`config.mk`:
```
export PLATFORM = sky130hd
export DESIGN_NAME = lfba_age
export DESIGN_NICKNAME = d
export VERILOG_FILES = /design/src/rtl/core/lfba_pkg.sv /design/src/rtl/core/lfba_age.sv
export SDC_FILE = /design/constraint.sdc
export NUM_CORES = 1
export LEC_CHECK = 0
export ABC_AREA = 1
export ABC_CLOCK_PERIOD_IN_PS = 6400
export BUFFER_PORTS_ARGS = -buffer_cell sky130_fd_sc_hd__buf_2
export CAP_MARGIN = 20
export CELL_PAD_IN_SITES_DETAIL_PLACEMENT = 1
export CELL_PAD_IN_SITES_GLOBAL_PLACEMENT = 1
export CORE_UTILIZATION = 37
export DETAILED_ROUTE_END_ITERATION = 10
export PLACE_DENSITY = 0.95
export SETUP_SLACK_MARGIN = 0.05
export SYNTH_ARGS = -nofsm -noshare
export SYNTH_HDL_FRONTEND = slang
export SYNTH_SLANG_ARGS = --single-unit
```
`constraint.sdc`:
```
create_clock -name vclk -period 6.4
set_clock_uncertainty 0.2 [all_clocks]
set_input_delay 0.96 -clock vclk [all_inputs]
set_output_delay 0.96 -clock vclk [all_outputs]
set_load 0.005 [all_outputs]
```
`src/rtl/core/lfba_pkg.sv`:
```
// lfba_pkg: shared types and constants for the lowest free block allocator
// no dependencies; imported by every module of the block except lfba_ram
package lfba_pkg;

	localparam int NUM_BLOCKS    = 32768;
	localparam int TIME_BITS     = 16;
	localparam int IDX_W         = (NUM_BLOCKS > 1) ? $clog2(NUM_BLOCKS) : 1;
	localparam int CNT_W         = $clog2(NUM_BLOCKS + 1);
	localparam int TIMEOUT_W     = 16;
	localparam int APB_ADDR_W    = 3;
	localparam int APB_DATA_W    = 32;

	localparam logic [TIMEOUT_W-1:0] TIMEOUT_RESET = 16'd600;

	// register addresses, word index taken from paddr[2]
	localparam logic REG_IDLE_TIMEOUT = 1'b0;

	// request modes
	localparam logic MODE_ALLOC  = 1'b0;
	localparam logic MODE_ACCESS = 1'b1;

	typedef struct packed {
		logic        mode;
		logic [15:0] current_time;
		logic [15:0] block_number;
	} in_item_t;

	typedef struct packed {
		logic        granted;
		logic [15:0] allocated_block;
	} out_item_t;

	typedef struct packed {
		logic                 rd_en;
		logic                 wr_en;
		logic [IDX_W-1:0]     addr;
		logic [TIME_BITS-1:0] wdata;
	} mem_req_t;

endpackage

```
`src/rtl/core/lfba_age.sv`:
```
// lfba_age: shared age compare, wrapping (now - stamp) against the idle timeout
// depends on lfba_pkg
module lfba_age (
	input  logic [lfba_pkg::TIME_BITS-1:0] now,
	input  logic [lfba_pkg::TIME_BITS-1:0] stamp,
	input  logic [lfba_pkg::TIMEOUT_W-1:0] timeout,
	output logic                           live
);
	import lfba_pkg::*;

	logic [TIME_BITS-1:0] age;

	// subtraction wraps modulo 2^TIME_BITS
	assign age  = now - stamp;
	assign live = (32'(age) < 32'(timeout));

endmodule

```
== After elaboration in Yosys (flattened, before gate mapping) ==
Cells that the tools add are included.

* Order comparisons: 1
* Add/subtract/negate cells: 1

{| class="wikitable"
|+ Operator list
! cell !! number
|-
| $lt 16x16->1 || 1
|-
| $sub 16x16->16 || 1
|}

* Output and inout port bits: 1
* Input port bits: 48
* Word-level logic and storage cells: 2
* Flip-flop bits (word level): 0

== Depth between registers and ports, before layout ==
* Word-level depth: 2
* Mapped depth: 17

== Worst setup path before layout ==
No wires, ideal clock.

* Path type: input port to output port
* Start: input port now[0] in the netlist's numbering
* End: output port live
* Required time: 5.240 ns
* Arrival: 2.738 ns
* Setup slack: 2.502 ns
* Cell stages on the path: 15
* Cell sequence: inv_1 -> ha_1 -> fa_1 -> inv_1 -> nand4_1 -> nand2_1 -> nand2_1 -> nand3_1 -> nand2_1 -> ha_1 -> nand2_1 -> nor2_1 -> nor3_1 -> nand2_1 -> a21oi_1

* Word-level cells in the longest chain between the ends: 2

{| class="wikitable"
|+ Ends and longest elaborated chain
! item !! RTL line !! RTL
|-
| start: declaration || lfba_age.sv:4 || <nowiki>input logic [lfba_pkg::TIME_BITS-1:0] now,</nowiki>
|-
| $sub 16x16->16 || lfba_age.sv:14 || <nowiki>assign age = now - stamp;</nowiki>
|-
| $lt 16x16->1 || lfba_age.sv:15 || <nowiki>assign live = (32'(age) < 32'(timeout));</nowiki>
|-
| end: declaration || lfba_age.sv:7 || <nowiki>output logic live</nowiki>
|}

Every way passes these cells.

== Final worst setup path ==
Ends and elaborated chain as after synthesis.

==> impl_summary.log <==
INFO  metric postCtsSetupBuffers = 0
INFO  metric grt_pass1_wl = 6710 um
INFO  metric gr-total-overflow = 0
INFO  metric end_kind = output pin
INFO  metric synth_largest_type_area_fraction = 27.1%
INFO  metric synth_fp_nets = 341
INFO  metric routed_wirelength = 3780 um
INFO  metric die_w = 63.1 um
INFO  metric area_growth = 21.9%
INFO  metric detailedPlace.worstSlack = 2110 ps
INFO  metric crit_path_start_kind = input port
INFO  metric io_buffer_count = 49
INFO  metric run_status = finished clean
INFO  metric post-dp-hpwl = 3600 um
INFO  metric route.vias.total = 1688
INFO  metric design.core.area = 3470 um2
INFO  metric timing.final.setup_violations = 0
INFO  metric synth-warning-count = 0
INFO  metric design_power_total = 0.161 mW
INFO  metric resize_count_post_cts = 0
INFO  metric dieArea = 3990 um2
INFO  metric fmax = 232 MHz
INFO  metric layout.sequential_cells = 0
INFO  metric syn_area = 1380 um2
INFO  metric worstSetupPathType = in2out
INFO  metric ys_types = 17
INFO  metric floorplan.initialDensity = 39.9%
INFO  metric drv_cap = 0
INFO  metric antenna_found_initial = 0
INFO  metric synth_top_cells_by_area = ha_1 (27%), nand2_1 (25%), inv_1 (20%), a21oi_1 (5.4%), nand3_1 (4.0%)
INFO  metric drive_gt1_share = 19.6%
INFO  metric hold_violations = 0
INFO  metric cts_hold_buf = 0
INFO  metric fp-row-count = 21
INFO  metric fin_setup_tns = 0 ps
INFO  metric detail-route-antenna-nets = 0
INFO  metric cp.required = 5240 ps
INFO  metric drc_errors = 0
INFO  metric switchingPower = 0.0949 mW
INFO  metric peakVddDrop = 0.0000300 V
INFO  metric viasPerCell = 4.73
INFO  metric finalWeightedCongestion = 0.781
INFO  metric p_sw_share = 58.9%
INFO  metric syn-instance-count = 262
INFO  metric synth_area_leader_cell = ha_1
INFO  metric firstDrtPassIters = 4
INFO  metric cp.arrival = 3140 ps
INFO  metric synth.yosys.seq_area_share = 0%
INFO  metric finalCritPeriodShare = 67.2%
INFO  metric critical_path.max_fanout = 3
INFO  metric post_layout_minimum_cycle_time = 4300 ps
INFO  metric antenna-diode-count = 0
INFO  metric first_global_vias = 1710
INFO  metric post_synth.cell_area_avg = 5.28 um2
INFO  metric share_comb_of_total_power = 100.0%
INFO  metric drt_first_iter_violations = 21
INFO  metric relSlewSlack = 85.2%
INFO  metric sequential_cell_area_in_the_final_layout = 0 um2
INFO  metric io-pin-count = 49
INFO  metric clock_power_share = 0%
INFO  metric fp.dieH = 63.1 um
INFO  metric worst_pin_slew = 221 ps
INFO  metric power.density_cell_area = 95.6 nW/um2
INFO  metric number_of_clock_buffer_instances_in_the_layout = 0
INFO  metric power_leakage = 1.21 nW
INFO  metric layout_setup_ws = 2100 ps
INFO  metric final_nets = 392
INFO  metric wl_per_cell = 10.6 um
INFO  metric cell_internal_power = 0.0661 mW
INFO  metric seqPwrFrac = 0%
INFO  metric global_route.usage.total = 20.0%
INFO  metric grt_max_degree = 6
INFO  metric final-max-slew-violation-count = 0
INFO  metric grt_setup_unrepaired = no
INFO  metric worstHoldPathType = in2out
INFO  metric num-fill-cells = 559
INFO  metric area_of_the_multi_input_gates = 1090 um2
layout make-up:
class	count	share of cell area [%]
multi-input cells	185	64.9
repair buffers	49	14.6
inverters	77	17.1
well taps	46	3.41
power groups by stage:
stage / Combinational [mW] / Sequential [mW] / Clock [mW]
floorplan: 0.113 / 0 / 0
global placement: 0.151 / 0 / 0
detailed placement: 0.162 / 0 / 0
CTS: 0.163 / 0 / 0
global route: 0.189 / 0 / 0
finish: 0.161 / 0 / 0
critical path: stages:
cell     delay (ps)
buf_2            80
inv_1            30
ha_1            220
fa_1            410
inv_1           100
nand3_1          70
nand3_1         130
nand3_1         140
nand4_1         110
nand2_1          70
ha_1            170
a21oi_1         150
nor2_1           60
nor3_1          130
nand2_1          70
a21oi_1         110
buf_2           120
metrics by stage:
step	instance area (um2)	std cells	util, %	hold WS (ps)
after global routing	1690	357	48.6	2280
after floorplan	1380	262	-	2010
after global placement	1690	357	48.6	2250
after CTS	1690	357	48.6	2260
final	1690	357	48.6	2250
after detailed placement	1690	357	48.6	2260
cell usage in the layout (no fill, tap or decap):
| cell | netlist | routed |
|---|---|---|
| fa_1 | 1 | 1 |
| ha_1 | 30 | 30 |
| nand4_1 | 2 | 2 |
| inv_1 | 74 | 74 |
| o21a_1 | 1 | 1 |
| xor2_1 | 5 | 5 |
| buf_2 | 0 | 49 |
| nand2_1 | 93 | 93 |
| nor3_1 | 1 | 1 |
| xnor2_1 | 3 | 3 |
| inv_2 | 3 | 3 |
| o21ai_0 | 1 | 1 |
| nor3_2 | 3 | 3 |
| nor2_1 | 12 | 12 |
| a21oi_1 | 15 | 15 |
| nor4_1 | 1 | 1 |
| nand2_2 | 6 | 6 |
| nand3_1 | 11 | 11 |
final timing paths:
path	from	end	slack [ps]	cells past startpoint
max	now[0]	live	2100	17
min	timeout[15]	live	2250	7
cell families after synthesis:
family / after synthesis / synth area share (%)
compound gates: 17 / 6.33
simple gates: 129 / 39.1
xor+xnor: 8 / 5.07
buf+inv: 77 / 20.9
fa+ha+maj: 31 / 28.6
cell usage after synthesis:
cell type,n
fa_1,1
a21oi_1,15
nand2_2,6
nand4_1,2
nor2_1,12
inv_1,74
o21ai_0,1
xor2_1,5
ha_1,30
nor3_2,3
nand3_1,11
nor4_1,1
xnor2_1,3
nor3_1,1
nand2_1,93
inv_2,3
o21a_1,1
routing by layer:
metal  part of all wire, %  up-vias  wire length, um  global-route usage, %
li1                      -      879                -                      -
met1                    45      763             1690                   24.3
met2                    51       36             1910                   38.7
met3                   2.6       10               98                  0.362
met4                   2.0        0               74                   4.07
met5                     0        -                0                      0
Power figures use the tool's default switching activity.
