==> src/rtl/core/lfba_pkg.sv <==
// lfba_pkg: shared types and constants for the lowest free block allocator
// no dependencies; imported by every module of the block except lfba_ram
package lfba_pkg;

	localparam int NUM_BLOCKS    = 32768;
	localparam int TIME_BITS     = 16;
	localparam int IDX_W         = (NUM_BLOCKS > 1) ? $clog2(NUM_BLOCKS) : 1;
	localparam int CNT_W         = $clog2(NUM_BLOCKS + 1);
	localparam int TIMEOUT_W     = 16;
	localparam int APB_ADDR_W    = 3;
	localparam int APB_DATA_W    = 32;

	localparam logic [TIMEOUT_W-1:0] TIMEOUT_RESET = 16'd600;

	// register addresses, word index taken from paddr[2]
	localparam logic REG_IDLE_TIMEOUT = 1'b0;

	// request modes
	localparam logic MODE_ALLOC  = 1'b0;
	localparam logic MODE_ACCESS = 1'b1;

	typedef struct packed {
		logic        mode;
		logic [15:0] current_time;
		logic [15:0] block_number;
	} in_item_t;

	typedef struct packed {
		logic        granted;
		logic [15:0] allocated_block;
	} out_item_t;

	typedef struct packed {
		logic                 rd_en;
		logic                 wr_en;
		logic [IDX_W-1:0]     addr;
		logic [TIME_BITS-1:0] wdata;
	} mem_req_t;

endpackage

==> src/rtl/core/lfba_seq.sv <==
// lfba_seq: request sequencer, fill count, stamp memory control and result register
// depends on lfba_pkg; drives lfba_ram through a mem_req_t and uses lfba_age
module lfba_seq (
	input  logic                           clk,
	input  logic                           arst_n,
	input  logic                           in_valid,
	output logic                           in_ready,
	input  lfba_pkg::in_item_t             in_data,
	output logic                           out_valid,
	input  logic                           out_ready,
	output lfba_pkg::out_item_t            out_data,
	output lfba_pkg::mem_req_t             mem_req,
	input  logic [lfba_pkg::TIME_BITS-1:0] rd_data,
	output logic [lfba_pkg::TIME_BITS-1:0] now,
	output logic [lfba_pkg::TIME_BITS-1:0] stamp,
	input  logic                           age_live
);
	import lfba_pkg::*;

	localparam logic [2:0] S_IDLE    = 3'd0;
	localparam logic [2:0] S_SCAN    = 3'd1;
	localparam logic [2:0] S_ACC_CHK = 3'd2;
	localparam logic [2:0] S_FIN     = 3'd3;

	logic [2:0]       state_q;
	in_item_t         req_q;
	logic [CNT_W-1:0] fill_q;
	logic [CNT_W-1:0] scan_q;
	logic             chk_vld_q;
	logic [IDX_W-1:0] chk_idx_q;
	out_item_t        res_q;
	logic             out_valid_q;
	out_item_t        out_data_q;

	logic             in_ok;
	logic [IDX_W-1:0] in_idx;
	logic [IDX_W-1:0] req_idx;
	logic             acc_live;
	logic             found_exp;
	logic             more_taken;
	logic             room;
	logic             fin_go;

	// blocks are always taken as a prefix, so taken means index below fill_q
	assign in_ok   = (in_data.block_number != 16'd0) &&
	                 (32'(in_data.block_number) <= 32'(NUM_BLOCKS));
	assign in_idx  = IDX_W'(in_data.block_number - 16'd1);
	assign req_idx = IDX_W'(req_q.block_number - 16'd1);

	assign now      = TIME_BITS'(req_q.current_time);
	assign stamp    = rd_data;
	assign acc_live = (32'(req_idx) < 32'(fill_q)) && age_live;

	assign found_exp  = chk_vld_q && !age_live;
	assign more_taken = (scan_q < fill_q);
	assign room       = (32'(fill_q) < 32'(NUM_BLOCKS));

	// result register is free or being emptied this cycle
	assign fin_go = (state_q == S_FIN) && (!out_valid_q || out_ready);

	assign in_ready  = (state_q == S_IDLE);
	assign out_valid = out_valid_q;
	assign out_data  = out_data_q;

	always_comb begin
		mem_req = '0;
		mem_req.wdata = now;
		case (state_q)
			S_IDLE: begin
				mem_req.addr = in_idx;
				mem_req.rd_en = in_valid && (in_data.mode == MODE_ACCESS) && in_ok;
			end
			S_ACC_CHK: begin
				mem_req.addr = req_idx;
				mem_req.wr_en = acc_live;
			end
			S_SCAN: begin
				if (found_exp) begin
					mem_req.addr = chk_idx_q;
					mem_req.wr_en = 1'b1;
				end else if (more_taken) begin
					mem_req.addr = scan_q[IDX_W-1:0];
					mem_req.rd_en = 1'b1;
				end else begin
					mem_req.addr = fill_q[IDX_W-1:0];
					mem_req.wr_en = room;
				end
			end
			default: begin
				mem_req = '0;
			end
		endcase
	end

	always_ff @(posedge clk or negedge arst_n) begin
		if (!arst_n) begin
			state_q     <= S_IDLE;
			fill_q      <= '0;
			chk_vld_q   <= 1'b0;
			out_valid_q <= 1'b0;
		end else begin
			if (fin_go) begin
				out_valid_q <= 1'b1;
			end else if (out_ready) begin
				out_valid_q <= 1'b0;
			end
			case (state_q)
				S_IDLE: begin
					if (in_valid) begin
						res_q <= '0;
						if (in_data.mode == MODE_ALLOC) begin
							scan_q    <= '0;
							chk_vld_q <= 1'b0;
							state_q   <= S_SCAN;
						end else if (in_ok) begin
							state_q <= S_ACC_CHK;
						end else begin
							state_q <= S_FIN;
						end
					end
				end
				S_ACC_CHK: begin
					res_q.granted <= acc_live;
					state_q       <= S_FIN;
				end
				S_SCAN: begin
					if (found_exp) begin
						res_q.granted         <= 1'b1;
						res_q.allocated_block <= 16'(32'(chk_idx_q) + 32'd1);
						chk_vld_q             <= 1'b0;
						state_q               <= S_FIN;
					end else if (more_taken) begin
						chk_vld_q <= 1'b1;
						chk_idx_q <= scan_q[IDX_W-1:0];
						scan_q    <= scan_q + CNT_W'(1);
					end else begin
						chk_vld_q <= 1'b0;
						if (room) begin
							res_q.granted         <= 1'b1;
							res_q.allocated_block <= 16'(32'(fill_q) + 32'd1);
							fill_q                <= fill_q + CNT_W'(1);
						end
						state_q <= S_FIN;
					end
				end
				S_FIN: begin
					if (fin_go) begin
						out_data_q <= res_q;
						state_q    <= S_IDLE;
					end
				end
				default: begin
					state_q <= S_IDLE;
				end
			endcase
		end
	end

	always_ff @(posedge clk) begin
		if (state_q == S_IDLE && in_valid) begin
			req_q <= in_data;
		end
	end

	a_fill_bound: assert property (@(posedge clk) disable iff (!arst_n)
		32'(fill_q) <= 32'(NUM_BLOCKS))
		else $error("fill count above pool size");

	a_fill_step: assert property (@(posedge clk) disable iff (!arst_n)
		!$stable(fill_q) |-> (fill_q == $past(fill_q) + CNT_W'(1)))
		else $error("fill count moved by more than one");

	a_chk_taken: assert property (@(posedge clk) disable iff (!arst_n)
		(state_q == S_SCAN && chk_vld_q) |-> (32'(chk_idx_q) < 32'(fill_q)))
		else $error("scan checked an untaken block");

	a_wr_state: assert property (@(posedge clk) disable iff (!arst_n)
		mem_req.wr_en |-> (state_q == S_SCAN || state_q == S_ACC_CHK))
		else $error("stamp write outside scan or access check");

endmodule
==> config.mk <==
export PLATFORM = sky130hd
export DESIGN_NAME = lfba_seq
export DESIGN_NICKNAME = d
export VERILOG_FILES = /design/src/rtl/core/lfba_pkg.sv /design/src/rtl/core/lfba_seq.sv
export SDC_FILE = /design/constraint.sdc
export NUM_CORES = 1
export LEC_CHECK = 0
export ABC_AREA = 1
export BUFFER_PORTS_ARGS = -buffer_cell sky130_fd_sc_hd__buf_2
export CORE_ASPECT_RATIO = 0.5
export CORE_UTILIZATION = 57
export CTS_BUF_LIST = sky130_fd_sc_hd__clkbuf_16
export CTS_CLUSTER_SIZE = 14
export DETAILED_ROUTE_END_ITERATION = 8
export PLACE_DENSITY_LB_ADDON = 0.2
export SYNTH_ARGS = -nofsm -noshare
export SYNTH_HDL_FRONTEND = slang
export SYNTH_SLANG_ARGS = --single-unit
export TNS_END_PERCENT = 20
==> constraint.sdc <==
create_clock -name clk -period 3.6 [get_ports clk]
set_input_delay 0.54 -clock clk [delete_from_list [all_inputs] [get_ports clk]]
set_output_delay 0.54 -clock clk [all_outputs]
set_load 0.03 [all_outputs]
== Word level (Yosys, flattened, before mapping) ==
Index checks and enable logic that the tools add are counted.
Word-level totals
  output and inout bits: 84
  ROM bits: 0
  bits in writable memories: 0
  memories: 0
  latch bits: 0
  bits in registers: 117
Operators by class
  $add $sub $neg: 6
  bitwise logic cells: 2
  shift-type cells: 0
  order comparisons: 4
  divide/modulo/power cells: 0
  reduce and logical (&&, ||, !) cells: 24
  $mul: 0
  muxes and demuxes: 32
  equality and inequality tests: 10
Operators by type and width (number)
  16-bit two-way mux: 6
  17-bit two-way mux: 4
  16-bit case mux with 2 select lines: 2
  16-bit by 1-bit adder with 16-bit output (second input constant): 3
  15-bit case mux with 3 select lines: 1
  15-bit by 1-bit subtractor with 15-bit output (second input constant): 2
  15-bit by 1-bit adder with 16-bit output (second input constant): 1
  16-bit less-or-equal comparator (second input constant): 1
  15-bit by 16-bit < comparator with 1-bit output: 1
  16-bit < comparator: 1
  16-bit < comparator (second input constant): 1
  16-bit nonzero test: 1
  15-bit two-way mux: 1
  3-bit two-way mux: 4
  3-bit case mux with 4 select lines: 1
  2-bit != test (second input constant): 5
  5-bit AND reduction: 2
  3-bit AND reduction: 3
  1-bit two-way mux: 8
  4-bit AND reduction: 2
  1-bit logical AND: 7
  3-bit by 2-bit == test with 1-bit output (second input constant): 2
  3-bit != test (second input constant): 2
  1-bit case mux with 2 select lines: 3
  other kinds (11): 14

== Logic depth before layout (Yosys ltp) ==
Gate-level depths: netlist (run 1).
  depth in word-level cells: 6
  gate-level depth with buffers: 17

== Worst setup path after synthesis (run 1) ==
Ideal clock, no wire load.
  path type: register to register
  start: reg fill_q[11]
  end: reg scan_q[0], enable pin
  library setup time: 0.409 ns
  clock period less this slack: 3.108 ns
  cell stages (with the launch flop): 10
  setup slack: 0.492 ns
  arrival: 2.698 ns
  path through: dfrtp_1 > inv_1 > ha_1 > a21oi_1 > o21ai_1 > a21oi_2 > nand2_4 > nor2_1 > nor2_1 > nor3_1
On the way
  cells in the longest elaborated chain, start to end: 3
RTL lines
  start, declared: line lfba_seq.sv:27  | logic [CNT_W-1:0] fill_q;
  start signal, assigned: line lfba_seq.sv:141  | fill_q <= fill_q + CNT_W'(1);
  16-bit < comparator: line lfba_seq.sv:55  | assign more_taken = (scan_q < fill_q);
  2-bit != test (no source line)
  6-bit AND reduction (no source line)
  end signal, assigned: line lfba_seq.sv:135  | scan_q <= scan_q + CNT_W'(1);
  end, declared: line lfba_seq.sv:28  | logic [CNT_W-1:0] scan_q;
Every way passes these cells.
A chain may end at the register's enable or synchronous reset.

==> impl_metrics.json, run 1 <==
{
  "clockBufferDepth": 2,
  "holdCritPathClass": "input pin to async pin",
  "synth_top_area_share_pct": 39.30,
  "cts_sinks": 116,
  "drive_gt1_share_pct": 22.14,
  "yosysSeqAreaShare_pct": 46.12,
  "vias": 6342,
  "synth_edf_count": 96,
  "startpoint_type": "flop",
  "drv_slew": 0,
  "gp_congestion": 0.9296,
  "dp_hpwl_um": 14120,
  "path_common_cell": "nand2_1",
  "leakage_uw": 0.003862,
  "r2r_start": "fill_q[15]",
  "switching_share_pct": 41.77,
  "slew_headroom_pct": 46.19,
  "finalNonFillerCells": 1127,
  "finalSetupViolCount": 0,
  "min_period_ps": 3434,
  "path_max_fanout": 3,
  "comb_power_share_pct": 40.0,
  "synthArstFlopShare_pct": 17.24,
  "sequentialPowerShare_pct": 31.7,
  "synth_area_leaders": "edfxtp_1, nand2_1, dfrtp_1",
  "grt_pass1_vias": 5727,
  "row_count": 28,
  "grtUsageTotal_pct": 29.57,
  "synth_warnings": 0,
  "ctsHtreeMaxLevel": 4,
  "synth-seq-cells": 116,
  "drcViolationCount": 0,
  "yosysTopAreaCell": "edfxtp_1",
  "internal_power_uw": 3753,
  "wl_per_cell_um": 17.18,
  "core-area_mm2": 0.01216,
  "cp_cell_sequence": "inv_1 > ha_2 > inv_1 > nor2_4 > inv_1 > nor2_2 > nand2_1 > xor2_2 > ha_1 > nand2_1 > o21ai_0 > nand3_1 > nand2_1 > a21oi_1 > nand2_1 > a21oi_2 > buf_6",
  "critPathMaxStageDelay_ps": 430,
  "grt-ovfl-total": 0,
  "total_power_uw": 6444,
  "path_clk_slew_ps": 60,
  "worst_pin_slew_ps": 807.2,
  "min_period_over_period_pct": 95.38,
  "syn_inst": 859,
  "viasPerCell": 5.627,
  "cts_tree": "yes",
  "drt-initial-drc-count": 650,
  "crit_slowest_cell": "edfxtp_1",
  "drtAntennaViolNets": 0,
  "grt_pass1_wl_um": 29300,
  "p_sw_uw": 2692,
  "end_kind": "primary output",
  "diodes": 0,
  "arrival_ps": 2890,
  "synth-main-ff-cell": "edfxtp_1",
  "dr.pass1.iters": 5,
  "critPathTopFamily": "simple AND/OR/NAND/NOR gates",
  "status": "completed",
  "critPathKind": "flop to primary output",
  "avgSynthCellArea_um2": 8.540,
  "rrSetupSlack_ps": 590,
  "grt_max_degree": 40,
  "synthesis.nets": 952,
  "post_dp_cell_area_mm2": 0.007839,
  "antenna_found_initial": 0,
  "cap_violations": 0,
  "yosys-top-cells-count": "nand2_1, inv_1, edfxtp_1",
  "crit_required_ps": 3060,
  "cts_hold_buf": 0,
  "fin_area_mm2": 0.008593,
  "fmax_mhz": 291.2,
  "max-vdd-ir-drop_mv": 0.4252,
  "final-hold-violation-count": 0,
  "wirelength_um": 19370,
  "dieArea_mm2": 0.01336,
  "skew_ps": 7.471,
  "area_growth_pct": 17.14,
  "die_y_um": 82.22,
  "synth.most_common_cell": "nand2_1",
  "dp.cells": 1088,
  "ioPinCount": 138,
  "io_buffers": 105,
  "clkLatencyLatePin_ps": 420,
  "numCtsBuffers": 17,
  "clockPowerShare_pct": 28.3,
  "fin_nets": 1042,
  "hold-worst-slack_ps": 156.0,
  "path_buf_inv": 4,
  "synth_cell_type_count": 45,
  "initial_core_util_pct": 60.34,
  "power_density_mw_per_mm2": 749.9,
  "ff2ff_path_depth": 10,
  "cts_root_buf": "clkbuf_16",
  "die_x_um": 162.4,
  "rr_endpoint": "res_q[9]",
  "netlist_area_mm2": 0.007336
}
[cells in the final DEF, fill, tap and decap left out, types with 5 or more instances in the layout]
cell type and n:
edfxtp_1 96, inv_1 120, nand3_2 6, clkbuf_16 17
buf_2 104, o21ai_0 35, nor2_2 16, o21ai_1 13
nand2_1 152, a21oi_2 8, dfrtp_1 20, nand3_1 50
xnor2_1 5, a21oi_1 68, nor3_1 11, buf_4 23
ha_1 38, nand4_1 19, nor2_1 73, xor2_1 27
[area by class of cell]
| cell class | instances | area, um2 |
|---|---|---|
| Multi-Input combinational cell | 560 | 3192 |
| Tap cell | 165 | 206.4 |
| Fill cell | 915 | 3563 |
| Inverter | 126 | 476.7 |
| Clock inverter | 15 | 205.2 |
| Sequential cell | 116 | 3383 |
| Timing Repair Buffer | 128 | 704.4 |
| Clock buffer | 17 | 425.4 |
[state kept, by name, summed over array words and instances (netlist names)]
name	count
fill_q	16
res_q	17
now	16
req_q	15
state_q	2
scan_q	16
out_valid	1
chk_idx_q	15
out_data	17
chk_vld_q	1
[through the flow]
stage          utilization [%]  setup slack, ps  setup TNS, ps
3_3_place_gp             64.48            508.0              0
2_1_floorplan                -            492.3              0
5_1_grt                  70.69           -34.52         -34.52
4_1_cts                  69.75            19.85              0
3_5_place_dp             64.48            434.9              0
6_report                 70.69            166.2              0
[worst max-delay path by stage]
stage / start / to / depth (start not counted)
4_1_cts: fill_q[15] / mem_req[31] / 11
6_report: req_q[0] / mem_req[31] / 17
3_5_place_dp: req_q[0] / mem_req[31] / 17
3_3_place_gp: req_q[0] / mem_req[31] / 17
2_1_floorplan: fill_q[11] / scan_q[0] / 9
5_1_grt: req_q[8] / mem_req[31] / 15
[metal layers]
metal / vias to the layer above / routed length (um) / GRT usage (%)
met5: - / 0 / 0
met4: 0 / 282 / 10.00
met3: 28 / 2114 / 8.841
met2: 364 / 8455 / 45.64
met1: 2927 / 8515 / 40.02
li1: 3023 / - / -
[repair_timing]
item | in CTS | in global routing
resized for setup | 1 | 23
buffers inserted | 1 | 6
cloned | 0 | 0
pin swaps | 1 | 6
hold endpoints to repair | 0 | 0
endpoints found under the setup margin | 1 | 9
[worst reg2reg max path: cells and delay by family (launching register included)]
kind                       cells  cell delay [ps]
DFF                            1              400
buffers and inverters          4             1040
adders and majority gates      1              350
and+or+nand+nor                5              830
[power by group through the flow]
| stage | Combinational [uW] | Clock, uW | Sequential [uW] |
|---|---|---|---|
| 2_1_floorplan | 1750 | 0 | 2070 |
| 3_3_place_gp | 2420 | 0 | 2050 |
| 3_5_place_dp | 2460 | 0 | 2060 |
| 4_1_cts | 2480 | 1830 | 2040 |
| 5_1_grt | 2790 | 1890 | 2070 |
| 6_report | 2570 | 1830 | 2040 |
[cells by family (layout without fill, tap and decap cells)]
logic type | after synthesis | in the layout | synth area share [%]
AO/OA/AOI/OAI | 141 | 141 | 10.52
buffers and inverters | 183 | 286 | 11.39
flip-flops | 116 | 116 | 46.12
AND/OR/NAND/NOR | 347 | 347 | 21.37
adder cells (fa/ha/maj) | 39 | 39 | 6.652
XOR/XNOR | 33 | 33 | 3.940
(Power assumes the default switching activity.)
==> run 2, diff against run 1 <==
CORE_UTILIZATION = 50   (was 57)
==> impl_metrics.json, run 2 (synthesized netlist as in run 1, its figures left out) <==
{
  "ff2ff_path_depth": 11,
  "clockPowerShare_pct": 28.2,
  "rrSetupSlack_ps": 770,
  "min_period_ps": 3496,
  "startpoint_type": "flop",
  "leakage_uw": 0.003876,
  "cts_hold_buf": 0,
  "viasPerCell": 5.341,
  "clockBufferDepth": 2,
  "drtAntennaViolNets": 0,
  "dp.cells": 1117,
  "internal_power_uw": 3761,
  "grt_pass1_wl_um": 29010,
  "comb_power_share_pct": 40.1,
  "post-place-ws_ps": 322.8,
  "drt-initial-drc-count": 562,
  "drive_gt1_share_pct": 21.87,
  "antenna_found_initial": 0,
  "finalSetupViolCount": 0,
  "dp_hpwl_um": 14220,
  "grt_pass1_vias": 5456,
  "status": "completed",
  "rr_endpoint": "res_q[9]",
  "die_x_um": 173.3,
  "switching_share_pct": 41.39,
  "power_density_mw_per_mm2": 742.7,
  "initial_core_util_pct": 52.68,
  "wl_met3_um": 1823,
  "numCtsBuffers": 17,
  "finalNonFillerCells": 1157,
  "die_y_um": 87.65,
  "io_buffers": 105,
  "final_common_cell": "nand2_1",
  "dr.pass1.iters": 5,
  "skew_ps": 8.578,
  "dieArea_mm2": 0.01519,
  "gp_congestion": 0.9143,
  "sequentialPowerShare_pct": 31.7,
  "final-hold-violation-count": 0,
  "grtUsageTotal_pct": 25.28,
  "p_sw_uw": 2657,
  "cts_root_buf": "clkbuf_16",
  "core-area_mm2": 0.01393,
  "vias": 6180,
  "cap_violations": 0,
  "dr_wl_met2_um": 8137,
  "top_layer_used": "met4",
  "end_kind": "primary output",
  "cts_tree": "yes",
  "path_clk_slew_ps": 60,
  "timing.final.ws_setup_ps": 104.3,
  "mostFrequentLayoutCells": "nand2_1, inv_1, buf_2, edfxtp_1, nor2_1",
  "path_max_fanout": 17,
  "arrival_ps": 2960,
  "min_period_over_period_pct": 97.10,
  "critPathKind": "flop to primary output",
  "r2r_start": "fill_q[14]",
  "slew_headroom_pct": 48.21,
  "cts_sinks": 116,
  "diodes": 0,
  "wirelength_um": 18930,
  "wl_per_cell_um": 16.36,
  "area_growth_pct": 17.81,
  "total_power_uw": 6418,
  "crit_required_ps": 3060,
  "drcViolationCount": 0,
  "grt-ovfl-total": 0,
  "grt_max_degree": 43,
  "max-vdd-ir-drop_mv": 0.3323,
  "row_count": 30,
  "worst_pin_slew_ps": 776.9,
  "wl_met1_um": 8668,
  "final_util_pct": 62.06,
  "fin_nets": 1045,
  "drv_slew": 0,
  "fmax_mhz": 286.1,
  "clkLatencyLatePin_ps": 410,
  "ctsHtreeMaxLevel": 4,
  "holdCritPathClass": "input pin to async pin",
  "ioPinCount": 138
}
-- run 2: cell types whose count changed in the layout (fill, tap and decap cells not counted), moves of 2 or more --
cell     delta
nor2_2      -4
o21ai_0     +2
buf_4       +3
inv_2       -2
nor2_1      +4
inv_1       +2
o21ai_1     -2
-- run 2: final cells by class --
cell class,count,area [um2]
Clock buffer,17,425.4
Timing Repair Buffer,131,726.9
Tap cell,192,240.2
Sequential cell,116,3383
Inverter,126,476.7
Multi-Input combinational cell,560,3183
Clock inverter,15,206.4
Fill cell,1161,5284
-- run 2: worst max path at each step --
| stage | from | slack (ps) | cells past startpoint | end |
|---|---|---|---|---|
| final | fill_q[14] | 100 | 11 | mem_req[30] |
| after global routing | req_q[6] | -40 | 17 | mem_req[31] |
| after CTS | req_q[0] | 30 | 17 | mem_req[31] |
| after detailed placement | req_q[0] | 320 | 17 | mem_req[31] |
| after global placement | in_data[0] | 390 | 14 | mem_req[30] |
| after floorplan | fill_q[11] | 490 | 9 | scan_q[0] |
-- run 2: per-layer routing --
layer / vias up / track usage [%]
li1: 3026 / -
met1: 2814 / 36.37
met2: 316 / 38.74
met3: 24 / 4.948
met4: 0 / 7.965
met5: - / 0
-- run 2: repair_timing --
action / CTS / global route
endpoints found under the setup margin: 1 / 16
pin swaps: 0 / 5
resized for setup: 2 / 13
buffers inserted: 1 / 7
-- run 2: worst max-delay path: stages, from the launching register on --
cell and delay (ps):
dfrtp_1 460, inv_1 150, ha_1 320, nand2_1 110
nor4_2 350, nand2_2 220, nand2_8 180, nand3_1 90
nand3_1 120, nand2_1 60, a21oi_1 240, buf_2 250
-- run 2: power by group through the flow --
stage | logic, uW | registers, uW | clock network (uW)
3_5_place_dp | 2500 | 2060 | 0
2_1_floorplan | 1750 | 2070 | 0
4_1_cts | 2520 | 2030 | 1830
5_1_grt | 2800 | 2060 | 1880
3_3_place_gp | 2480 | 2050 | 0
6_report | 2570 | 2040 | 1810
-- run 2: through the flow --
stage	instance area [um2]	hold slack, ps	TNS (ps)
after floorplan	7336	244.4	0
after global placement	7888	400.3	0
after detailed placement	7888	404.5	0
after CTS	8532	131.7	0
after global routing	8642	156.5	-35.57
final	8642	127.7	0
